File: config.mk
export PLATFORM = sky130hd
export DESIGN_NAME = farbfeld_stream_decoder
export DESIGN_NICKNAME = d
export VERILOG_FILES = /design/src/rtl/ffd_pkg.sv /design/src/rtl/ffd_out_fifo.sv /design/src/rtl/farbfeld_stream_decoder.sv
export VERILOG_INCLUDE_DIRS = /design/src /design/src/rtl
export SDC_FILE = /design/constraint.sdc
export NUM_CORES = 1
export LEC_CHECK = 0
export BUFFER_PORTS_ARGS = -buffer_cell sky130_fd_sc_hd__buf_2
export CAP_MARGIN = 20
export CORE_MARGIN = 8
export CORE_UTILIZATION = 50
export DETAILED_ROUTE_END_ITERATION = 12
export GPL_TIMING_DRIVEN = 0
export PLACE_DENSITY = 0.79
export SLEW_MARGIN = 20
export SYNTH_ARGS = -nofsm -noshare
export SYNTH_HDL_FRONTEND = slang
export SYNTH_HIERARCHICAL = 1
export SYNTH_SLANG_ARGS = --single-unit
export TNS_END_PERCENT = 20
File: constraint.sdc
create_clock -name clk -period 8.7 [get_ports clk]
set_input_delay 1.305 -clock clk [delete_from_list [all_inputs] [get_ports clk]]
set_output_delay 1.305 -clock clk [all_outputs]
set_load 0.02 [all_outputs]
File: src/rtl/farbfeld_stream_decoder_assert.svh
// ----------------------------------------------------------------------------
// farbfeld stream decoder assertion macros
// Concurrent checks clocked on clk and held off while arst_n is low.
// ----------------------------------------------------------------------------
`ifndef FARBFELD_STREAM_DECODER_ASSERT_SVH
`define FARBFELD_STREAM_DECODER_ASSERT_SVH

// condition holds at every edge out of reset
`define FFD_ASSERT_ALWAYS(lbl, cond, msg) \
	lbl: assert property (@(posedge clk) disable iff (!arst_n) (cond)) else $error(msg);

// consequent holds in the same cycle as the antecedent
`define FFD_ASSERT_IMPLY(lbl, ante, cons, msg) \
	lbl: assert property (@(posedge clk) disable iff (!arst_n) (ante) |-> (cons)) \
		else $error(msg);

// consequent holds in the cycle after the antecedent
`define FFD_ASSERT_NEXT(lbl, ante, cons, msg) \
	lbl: assert property (@(posedge clk) disable iff (!arst_n) (ante) |=> (cons)) \
		else $error(msg);

`endif

File: src/rtl/ffd_pkg.sv
// ----------------------------------------------------------------------------
// ffd_pkg
// Shared types, constants and the channel rounding function of the decoder.
// ----------------------------------------------------------------------------
package ffd_pkg;

	localparam int unsigned FFD_FIFO_DEPTH = 4;
	localparam int unsigned LIMIT_W        = 25;

	localparam logic [LIMIT_W-1:0] LIMIT_RESET = 25'd16777216;

	localparam logic [4:0] HDR_LEN     = 5'd16;
	localparam logic [4:0] IDX_WIDTH   = 5'd8;
	localparam logic [4:0] IDX_HEIGHT  = 5'd12;
	localparam logic [4:0] IDX_HEIGHT2 = 5'd14;
	localparam logic [4:0] IDX_HEIGHT3 = 5'd15;

	localparam logic [2:0] LAST_BYTE_IN_PIXEL = 3'd7;

	localparam logic [7:0] MAGIC [8] = '{8'h66, 8'h61, 8'h72, 8'h62,
	                                     8'h66, 8'h65, 8'h6C, 8'h64};

	typedef enum logic [1:0] {
		ST_OK        = 2'd0,
		ST_TRUNC     = 2'd1,
		ST_INVALID   = 2'd2,
		ST_TOO_LARGE = 2'd3
	} ffd_status_t;

	typedef enum logic {
		KIND_PIXEL  = 1'b0,
		KIND_STATUS = 1'b1
	} ffd_kind_t;

	typedef struct packed {
		ffd_kind_t   kind;
		logic [7:0]  red;
		logic [7:0]  green;
		logic [7:0]  blue;
		logic [7:0]  alpha;
		ffd_status_t status;
		logic        last;
	} ffd_item_t;

	typedef struct packed {
		logic      push_a;
		logic      push_b;
		ffd_item_t item_a;
		ffd_item_t item_b;
	} ffd_push_t;

	// (v*255 + 32767) / 65535; the quotient stays below 2^16, so
	// x / 65535 == (x + (x >> 16) + 1) >> 16
	function automatic logic [7:0] chan8(input logic [15:0] v);
		logic [23:0] x;
		logic [23:0] y;
		x = {v, 8'h00} - {8'h00, v} + 24'd32767;
		y = x + {16'h0000, x[23:16]} + 24'd1;
		return y[23:16];
	endfunction

endpackage

File: src/rtl/ffd_out_fifo.sv
// ----------------------------------------------------------------------------
// ffd_out_fifo
// Result queue: takes up to two items per cycle, hands out one per beat.
// ----------------------------------------------------------------------------
module ffd_out_fifo
	import ffd_pkg::*;
#(
	parameter int unsigned DEPTH = FFD_FIFO_DEPTH,
	localparam int unsigned PTR_W = (DEPTH > 1) ? $clog2(DEPTH) : 1,
	localparam int unsigned CNT_W = $clog2(DEPTH + 1)
) (
	input  logic             clk,
	input  logic             arst_n,
	input  ffd_push_t        push,
	output logic             room,
	output logic             head_valid,
	input  logic             head_pop,
	output ffd_item_t        head,
	output logic [CNT_W-1:0] level
);

	ffd_item_t        mem_q [DEPTH];
	logic [PTR_W-1:0] wr_q;
	logic [PTR_W-1:0] rd_q;
	logic [CNT_W-1:0] level_q;
	logic [PTR_W-1:0] wr_p1;
	logic [PTR_W-1:0] wr_p2;
	logic [PTR_W-1:0] rd_p1;
	logic             pop;

	function automatic logic [PTR_W-1:0] ptr_inc(input logic [PTR_W-1:0] p);
		return (p == PTR_W'(DEPTH - 1)) ? '0 : p + PTR_W'(1);
	endfunction

	assign wr_p1      = ptr_inc(wr_q);
	assign wr_p2      = ptr_inc(wr_p1);
	assign rd_p1      = ptr_inc(rd_q);
	assign head_valid = (level_q != '0);
	assign pop        = head_valid && head_pop;
	assign head       = mem_q[rd_q];
	assign level      = level_q;
	assign room       = (level_q <= CNT_W'(DEPTH - 2));

	always_ff @(posedge clk) begin
		if (push.push_a) begin
			mem_q[wr_q] <= push.item_a;
		end
		if (push.push_b) begin
			mem_q[wr_p1] <= push.item_b;
		end
	end

	always_ff @(posedge clk or negedge arst_n) begin
		if (!arst_n) begin
			wr_q    <= '0;
			rd_q    <= '0;
			level_q <= '0;
		end else begin
			if (push.push_b) begin
				wr_q <= wr_p2;
			end else if (push.push_a) begin
				wr_q <= wr_p1;
			end
			if (pop) begin
				rd_q <= rd_p1;
			end
			level_q <= level_q + CNT_W'(push.push_a) + CNT_W'(push.push_b) - CNT_W'(pop);
		end
	end

endmodule

File: src/rtl/farbfeld_stream_decoder.sv
// ----------------------------------------------------------------------------
// farbfeld_stream_decoder
// Byte-wide farbfeld parser: header checks, pixel rounding, per-file status.
// ----------------------------------------------------------------------------
// channel   direction  width  contents
// s_*       in         8+1    tdata: file_byte; tlast: end_of_file
// m_*       out        40+2   tdata: red, green, blue, alpha, status; tuser: kind
// cfg_*     in         25     pixel_limit write
//
// One byte per cycle while the output queue has room; the header and pixel logic
// handles a beat combinationally and its results are registered in the output queue.
// The end-marked byte that also completes a pixel queues two results.
// s_tready drops while fewer than two queue slots are free.
// Reset is asynchronous and needs no clearing pass.
// ----------------------------------------------------------------------------
module farbfeld_stream_decoder
	import ffd_pkg::*;
#(
	parameter int unsigned FIFO_DEPTH = FFD_FIFO_DEPTH
) (
	input  logic               clk,
	input  logic               arst_n,
	input  logic               cfg_wr_en,
	input  logic [LIMIT_W-1:0] cfg_wr_data,
	input  logic               s_tvalid,
	output logic               s_tready,
	input  logic [7:0]         s_tdata,   // file_byte[7:0]
	input  logic               s_tlast,
	output logic               m_tvalid,
	input  logic               m_tready,
	output logic [39:0]        m_tdata,   // red[7:0], green[15:8], blue[23:16],
	                                      // alpha[31:24], status[33:32], zero
	output logic               m_tuser,   // kind
	output logic               m_tlast
);

	localparam int unsigned CNT_W = $clog2(FIFO_DEPTH + 1);

	logic [LIMIT_W-1:0] limit_q;
	logic [4:0]         hdr_idx_q,        hdr_idx_nxt;
	logic               magic_q,          magic_nxt;
	logic [15:0]        width_lo_q,       width_lo_nxt;
	logic               width_hi_q,       width_hi_nxt;
	logic               height_hi_q,      height_hi_nxt;
	logic [7:0]         height_mid_q,     height_mid_nxt;
	logic [23:0]        partial_q,        partial_nxt;
	logic [LIMIT_W-1:0] expected_q,       expected_nxt;
	logic [LIMIT_W-1:0] done_q,           done_nxt;
	logic [55:0]        held_q,           held_nxt;
	logic [2:0]         byte_in_pixel_q,  byte_in_pixel_nxt;
	ffd_status_t        verdict_q,        verdict_nxt;

	logic               s_beat;
	logic               pix_fire;
	logic [31:0]        area;
	ffd_status_t        file_status;
	ffd_item_t          pix_item;
	ffd_item_t          stat_item;
	ffd_push_t          push;
	ffd_item_t          head;
	logic [CNT_W-1:0]   fifo_level;
	logic               room;

	assign s_beat   = s_tvalid && s_tready;
	assign s_tready = room;

	always_comb begin
		hdr_idx_nxt       = hdr_idx_q;
		magic_nxt         = magic_q;
		width_lo_nxt      = width_lo_q;
		width_hi_nxt      = width_hi_q;
		height_hi_nxt     = height_hi_q;
		height_mid_nxt    = height_mid_q;
		partial_nxt       = partial_q;
		expected_nxt      = expected_q;
		done_nxt          = done_q;
		held_nxt          = held_q;
		byte_in_pixel_nxt = byte_in_pixel_q;
		verdict_nxt       = verdict_q;
		pix_fire          = 1'b0;
		area              = {partial_q, 8'h00} + 32'(width_lo_q * s_tdata);
		file_status       = ST_OK;

		if (hdr_idx_q < HDR_LEN) begin
			if (hdr_idx_q < IDX_WIDTH) begin
				if (s_tdata != MAGIC[hdr_idx_q[2:0]]) begin
					magic_nxt = 1'b0;
				end
			end else if (hdr_idx_q < IDX_HEIGHT) begin
				if (hdr_idx_q == IDX_WIDTH) begin
					width_lo_nxt = {8'h00, s_tdata};
				end else begin
					width_lo_nxt = {width_lo_q[7:0], s_tdata};
					width_hi_nxt = width_hi_q || (width_lo_q[15:8] != 8'h00);
				end
			end else if (hdr_idx_q < IDX_HEIGHT2) begin
				height_hi_nxt = height_hi_q || (s_tdata != 8'h00);
			end else if (hdr_idx_q < IDX_HEIGHT3) begin
				height_mid_nxt = s_tdata;
				partial_nxt    = 24'(width_lo_q * s_tdata);
			end else begin
				if (!magic_q || (!width_hi_q && width_lo_q == 16'h0000) ||
				    (!height_hi_q && height_mid_q == 8'h00 && s_tdata == 8'h00)) begin
					verdict_nxt = ST_INVALID;
				end else if (width_hi_q || height_hi_q ||
				             area > {7'd0, limit_q}) begin
					verdict_nxt = ST_TOO_LARGE;
				end else begin
					verdict_nxt = ST_OK;
				end
				expected_nxt = (verdict_nxt == ST_OK) ? area[LIMIT_W-1:0] : '0;
			end
			hdr_idx_nxt = hdr_idx_q + 5'd1;
		end else if (verdict_q == ST_OK && done_q < expected_q) begin
			if (byte_in_pixel_q != LAST_BYTE_IN_PIXEL) begin
				held_nxt          = {held_q[47:0], s_tdata};
				byte_in_pixel_nxt = byte_in_pixel_q + 3'd1;
			end else begin
				pix_fire          = 1'b1;
				done_nxt          = done_q + LIMIT_W'(1);
				byte_in_pixel_nxt = '0;
			end
		end

		if (hdr_idx_nxt < HDR_LEN) begin
			file_status = ST_TRUNC;
		end else if (verdict_nxt != ST_OK) begin
			file_status = verdict_nxt;
		end else if (done_nxt < expected_nxt) begin
			file_status = ST_TRUNC;
		end else begin
			file_status = ST_OK;
		end

		if (s_tlast) begin
			hdr_idx_nxt       = '0;
			magic_nxt         = 1'b1;
			width_hi_nxt      = 1'b0;
			height_hi_nxt     = 1'b0;
			expected_nxt      = '0;
			done_nxt          = '0;
			byte_in_pixel_nxt = '0;
			verdict_nxt       = ST_OK;
		end
	end

	always_comb begin
		pix_item.kind   = KIND_PIXEL;
		pix_item.red    = chan8(held_q[55:40]);
		pix_item.green  = chan8(held_q[39:24]);
		pix_item.blue   = chan8(held_q[23:8]);
		pix_item.alpha  = chan8({held_q[7:0], s_tdata});
		pix_item.status = ST_OK;
		pix_item.last   = 1'b0;

		stat_item.kind   = KIND_STATUS;
		stat_item.red    = '0;
		stat_item.green  = '0;
		stat_item.blue   = '0;
		stat_item.alpha  = '0;
		stat_item.status = file_status;
		stat_item.last   = 1'b1;

		if (pix_fire) begin
			push.push_a = s_beat;
			push.push_b = s_beat && s_tlast;
			push.item_a = pix_item;
			push.item_b = stat_item;
		end else begin
			push.push_a = s_beat && s_tlast;
			push.push_b = 1'b0;
			push.item_a = stat_item;
			push.item_b = stat_item;
		end
	end

	always_ff @(posedge clk or negedge arst_n) begin
		if (!arst_n) begin
			limit_q         <= LIMIT_RESET;
			hdr_idx_q       <= '0;
			magic_q         <= 1'b1;
			width_hi_q      <= 1'b0;
			height_hi_q     <= 1'b0;
			expected_q      <= '0;
			done_q          <= '0;
			byte_in_pixel_q <= '0;
			verdict_q       <= ST_OK;
		end else begin
			if (cfg_wr_en) begin
				limit_q <= cfg_wr_data;
			end
			if (s_beat) begin
				hdr_idx_q       <= hdr_idx_nxt;
				magic_q         <= magic_nxt;
				width_hi_q      <= width_hi_nxt;
				height_hi_q     <= height_hi_nxt;
				expected_q      <= expected_nxt;
				done_q          <= done_nxt;
				byte_in_pixel_q <= byte_in_pixel_nxt;
				verdict_q       <= verdict_nxt;
			end
		end
	end

	always_ff @(posedge clk) begin
		if (s_beat) begin
			width_lo_q   <= width_lo_nxt;
			height_mid_q <= height_mid_nxt;
			partial_q    <= partial_nxt;
			held_q       <= held_nxt;
		end
	end

	ffd_out_fifo #(
		.DEPTH(FIFO_DEPTH)
	) u_out_fifo (
		.clk        (clk),
		.arst_n     (arst_n),
		.push       (push),
		.room       (room),
		.head_valid (m_tvalid),
		.head_pop   (m_tready),
		.head       (head),
		.level      (fifo_level)
	);

	assign m_tdata = {6'b000000, head.status, head.alpha, head.blue, head.green, head.red};
	assign m_tuser = head.kind;
	assign m_tlast = head.last;

`include "farbfeld_stream_decoder_assert.svh"

	`FFD_ASSERT_ALWAYS(a_fifo_bound, fifo_level <= CNT_W'(FIFO_DEPTH), "output queue overflow")
	`FFD_ASSERT_ALWAYS(a_done_bound, done_q <= expected_q, "more pixels than expected")
	`FFD_ASSERT_IMPLY(a_hdr_no_pixel, hdr_idx_q < HDR_LEN, byte_in_pixel_q == '0 && done_q == '0, "pixel bytes counted in header")
	`FFD_ASSERT_NEXT(a_eof_clear, s_beat && s_tlast, hdr_idx_q == '0 && verdict_q == ST_OK, "file state not cleared after end beat")

endmodule

### After elaboration in Yosys (flattened, before gate mapping)

Memory sizes are Yosys's and may differ from the RTL's.
Index checks and enable logic that the tools add are counted.

* output and inout bits: 44
* bits in read-only memories: 64
* bits of input ports: 39
* bits in registers: 199
* RAM bits: 144
* memories kept: 2

* eq/ne operators: 10
* magnitude comparators: 11
* reductions and logical operators: 39
* add/subtract/negate cells: 26
* multiplexer cells: 62
* bitwise logic cells: 5
* multipliers: 2

Memory list
* u_out_fifo.mem_q: words 4, width 36, read ports 1, clocked after Yosys merged registers in 0, wr ports 2, line ffd_out_fifo.sv:22 `ffd_item_t mem_q [DEPTH];`
* (name not given): words 8, width 8, read ports 1, clocked after Yosys merged registers in 0, wr ports 0, line farbfeld_stream_decoder.sv:86 `if (s_tdata != MAGIC[hdr_idx_q[2:0]]) begin`

Operators with widths (count)
* $mux W25: 11
* $add A24 B1 Y24 const B: 4
* $add A24 B15 Y24 const B: 4
* $add A24 B8 Y24: 4
* $sub A24 B16 Y24: 4
* $mux W74: 1
* $lt A25 B25 Y1: 2
* $mul A16 B8 Y24: 2
* $mux W2: 20
* $add A32 B24 Y32: 1
* $gt A32 B25 Y1: 1
* $add A25 B1 Y25 const B: 1
* $mux W1: 22
* $lt A5 B4 Y1 const B: 4
* $logic_not A16 Y1: 1
* $logic_not A8 Y1: 2
* $mux W8: 2
* $reduce_bool A2 Y1: 8
* $reduce_bool A8 Y1: 2
* $mux W3: 4
* $reduce_and A4 Y1: 3
* $lt A5 B5 Y1 const B: 2
* $mux W5: 2
* $reduce_and A5 Y1: 2
* 21 further kinds: 46

### Logic depth before layout (Yosys ltp)

* depth after elaboration: 26
* gate-level depth with buffers: 43
* mapped depth without buffers: 40

### Hierarchy

The synthesis kept the hierarchy.

By module, submodules not included
* farbfeld_stream_decoder: times used 1, area an instance 21519.4 µm², cells an instance 2393
* ffd_out_fifo: times used 1, area an instance 7606.0 µm², cells an instance 399

### Least setup slack after synthesis

No wires, ideal clock.

* path type: input-to-reg
* start: input s_tdata[4]
* end: memory u_out_fifo/mem_q[0][1] in the netlist's numbering (data pin)
* slack: -1.787 ns
* setup time: 0.260 ns
* data arrival time: 10.227 ns
* stages: 38
* cell sequence: clkbuf_1 -> clkbuf_1 -> nand2_1 -> fa_1 -> fa_1 -> inv_1 -> fa_1 -> inv_1 -> fa_1 -> inv_1 -> ha_1 -> or3_1 -> and3_1 -> a221o_1 -> a21oi_1 -> a21boi_0 -> a21oi_1 -> o21bai_1 -> [2 not listed] -> nand4_1 -> nor3_1 -> nand3_1 -> a221o_1 -> nor4_2 -> o2111ai_2 -> nor3_4 -> buf_4 -> a22oi_1 -> ha_1 -> nand4_1 -> nor3_1 -> nand4_1 -> or3_1 -> a21o_1 -> a211oi_1 -> o21ai_0 -> mux2_4

RTL lines
* start: declaration: line farbfeld_stream_decoder.sv:27 `input logic [7:0] s_tdata,`
* end: declaration: line ffd_out_fifo.sv:22

==> reports/qor.yml <==
cts:
  cts_tree: "built"
  path_clk_slew_ns: 0.06
  postCtsHoldBufs: 0
  cts_sinks: 343
  clk_path_buf_depth: 3
  root_buffer: "clkbuf_16"
  clkLatencyLatePin_ns: 0.58
  cts_buffers: 40
  ctsHtreeMaxLevel: 2
synthesis:
  synth.area.top_cells: "edfxtp_1, ha_1, fa_1, dfrtp_1, inv_1"
  synthFlopType: "edfxtp_1"
  async_flop_share_pct: 27.7
  ys_types: 90
  syn_inst: 2792
  yosysSeqAreaShare_pct: 33.7
  synth-edff-count: 248
  synth.top_cell.area_share_pct: 25.6
  synth.avg_cell_area_um2: 10.4
  yosys_warnings: 6
  synth_area_um2: 29100
  synth_seq_cells: 343
  synth_top_area_cell: "edfxtp_1"
global_routing:
  grt_pass1_vias: 22600
  grt-ovfl-total: 0
  grt_pass1_wl_um: 118000
  antenna_found_initial: 1
  grt_max_degree: 75
  grt_usage_pct: 21.7
timing:
  skew_ns: 0.0264
  rsz0062_at_grt: "true"
  hold_viol: 0
  timing.fmax_mhz: 98.3
  fin_crit_ns: 10.17
  min_period_over_period_pct: 117
  setup_viol: 4
  tightest_slew_ns: 1.02
  report.final.slew_viol_count: 0
  slew_headroom_pct: 31.7
  setup_ws_ns: -1.47
power_and_ir_drop:
  ir_worst_vdd_uv: 160
  p_leak_nw: 15.2
  power_mw: 6.22
  p_per_area_nw_per_um2: 184
layout:
  antenna_cells: 0
  finalNetCount: 3608
  fin_cells: 3925
  area_delta_synth_final_pct: 16.2
  fillers: 4693
  drive_gt1_share_pct: 18.1
floorplanning:
  fp.coreArea_um2: 57700
  ios: 83
  die_h_um: 257
  start_util_pct: 50.5
  fp-row-count: 88
  die_w_um: 257
  dieArea_um2: 66200
drt:
  ant_nets: 0
  via_per_inst: 5.69
  vias: 22300
  routed_wl_um: 74100
  drc_errors: 0
  drt_pass1_iterations: 5
  drt-initial-drc-count: 1638
  wl_per_cell_um: 18.9
hold_path:
  hp-class: "reg -> reg"
worst_setup_path:
  critPathSlowestCell: "fa_1"
  start_kind: "input pin"
  cp_slowest_stage_delay_ns: 0.59
  worstSetupPathType: "in -> reg"
  critPathArrivalTime_ns: 10.49
  cp-end-kind: "register"
  cp_max_fo: 8
  required_ns: 9.02
place:
  gp_congestion: 0.946
  io_buffers: 74
  dp.cells: 3788
  dpl.hpwl_um: 55200
outcome:
  failed_checks: "negative setup slack"
  status: "complete, but fails checks"
run:
  cap_violations: 0
path summary, 6_finish.rpt:
check                                         from                               end  slack (ns)  cells after the start
hold reg to reg               held_q[47]$_DFFE_PP_              held_q[55]$_DFFE_PP_        0.43                      0
setup / recovery                        s_tdata[4]  u_out_fifo/mem_q[3][1]$_DFFE_PP_       -1.47                     42
min in group asynchronous                   arst_n           limit_q[18]$_DFFE_PN0P_        0.57                      1
setup reg to reg           width_lo_q[4]$_DFFE_PP_  u_out_fifo/mem_q[3][1]$_DFFE_PP_       -1.27                     39
max in group asynchronous                   arst_n               magic_q$_DFFE_PN1P_        7.42                      2
hold / removal                held_q[47]$_DFFE_PP_              held_q[55]$_DFFE_PP_        0.43                      0
metrics by stage:
stage	util, %	setup slack [ns]	hold WS, ns	cell area (um2)	setup TNS [ns]
5_1_grt	58.6	-1.85	0.427	33800	-7.32
4_1_cts	57.8	-1.47	0.432	33300	-5.81
2_1_floorplan	-	-0.954	0.426	29900	-3.79
6_report	58.6	-1.47	0.433	33800	-5.83
3_5_place_dp	54.5	-2.80	0.436	31400	-24.06
3_3_place_gp	54.1	-2.73	0.435	31200	-22.78
area by class of cell:
class | instances | area, um2 | area share, %
repair buffers | 160 | 1250 | 3.69
clock buffers | 50 | 1050 | 3.10
inverters | 436 | 1640 | 4.84
clock inverters | 20 | 185 | 0.547
well taps | 765 | 957 | 2.83
flip-flops and latches | 343 | 9830 | 29.0
multi-input cells | 2048 | 18100 | 53.5
plain buffers | 103 | 816 | 2.41
cells in the mapped netlist, types with 18 or more instances:
master and number:
a211oi_1 27, a21o_1 39, a21oi_1 95, a22oi_1 27, a32o_1 27, and2_1 80
and3_1 19, clkbuf_1 66, dfrtp_1 93, edfxtp_1 248, fa_1 148, ha_1 289
inv_1 436, mux2_2 139, mux4_2 36, nand2_1 183, nand3_1 42, nand4_1 39
nor2_1 134, nor2b_1 23, nor3_1 33, nor4_1 18, o21a_1 26, o21ai_0 121
o31ai_1 28, xnor2_1 87, xor2_1 38
layout by cell type (no fill, tap or decap), drive strengths merged, types with 10 or more instances in the layout:
master	synthesis	final
inv	436	440
ha	289	289
edfxtp	248	248
buf	39	199
nand2	187	187
mux2	151	151
fa	148	148
conb	2	142
nor2	135	135
o21ai	122	122
clkbuf	66	114
a21oi	95	95
dfrtp	93	93
xnor2	87	87
and2	80	80
nand3	42	42
nand4	39	39
a21o	39	39
xor2	38	38
mux4	36	36
nor3	34	34
o31ai	28	28
a32o	27	27
a211oi	27	27
a22oi	27	27
o21a	26	26
nor2b	23	23
nor4	21	21
and3	19	19
nand2b	14	14
a31oi	12	12
a2111oi	12	12
clkinv	0	12
o2111ai	11	11
o21bai	11	11
or3	10	10
kinds of logic after synthesis:
logic type	after synthesis	synth area share, %
buffers and inverters	541	7.65
flip-flops	343	33.7
XOR/XNOR	125	3.76
other	2	0.0258
adder cells (fa/ha/maj)	437	22.6
multiplexers	194	9.02
AND/OR/NAND/NOR	642	11.3
AO/OA/AOI/OAI	508	11.9
registers in the layout, indices dropped and copies added (netlist names), 2 cells and up:
| signal | count |
|---|---|
| u_out_fifo/mem_q | 144 |
| held_q | 56 |
| done_q | 25 |
| expected_q | 25 |
| limit_q | 25 |
| partial_q | 24 |
| width_lo_q | 16 |
| height_mid_q | 8 |
| hdr_idx_q | 5 |
| byte_in_pixel_q | 3 |
| u_out_fifo/level | 3 |
| u_out_fifo/rd_q | 2 |
| u_out_fifo/wr_q | 2 |
| verdict_q | 2 |
timing repair:
item,in CTS,in global routing
cloned,1,0
buffers inserted,36,32
endpoints found under the setup margin,8,7
gates resized for setup,64,69
pin swaps,37,79
critical path, delay by kind of cell:
| family | cells | cell delay [ns] |
|---|---|---|
| xor+xnor | 1 | 0.13 |
| buf+inv | 10 | 1.16 |
| simple gates | 14 | 2.63 |
| compound gates | 9 | 1.82 |
| fa+ha+maj | 7 | 3.12 |
| mux | 1 | 0.28 |
where the power goes:
group          switching (mW)  internal [mW]  leakage, nW
sequential             0.0440           1.85         3.52
combinational            1.61           1.12         11.1
clock                   0.719          0.873        0.585
total                    2.38           3.85         15.2
layer usage:
layer  global-route usage, %  vias up  part of all wire, %
met5                       0        -                0.018
met4                    7.67        2                  3.7
met3                    3.03      190                  5.9
met2                    37.4      789                   50
met1                    27.7    11000                   41
li1                        -    10400                    -
Note: power is estimated with default switching activity, not from simulation.
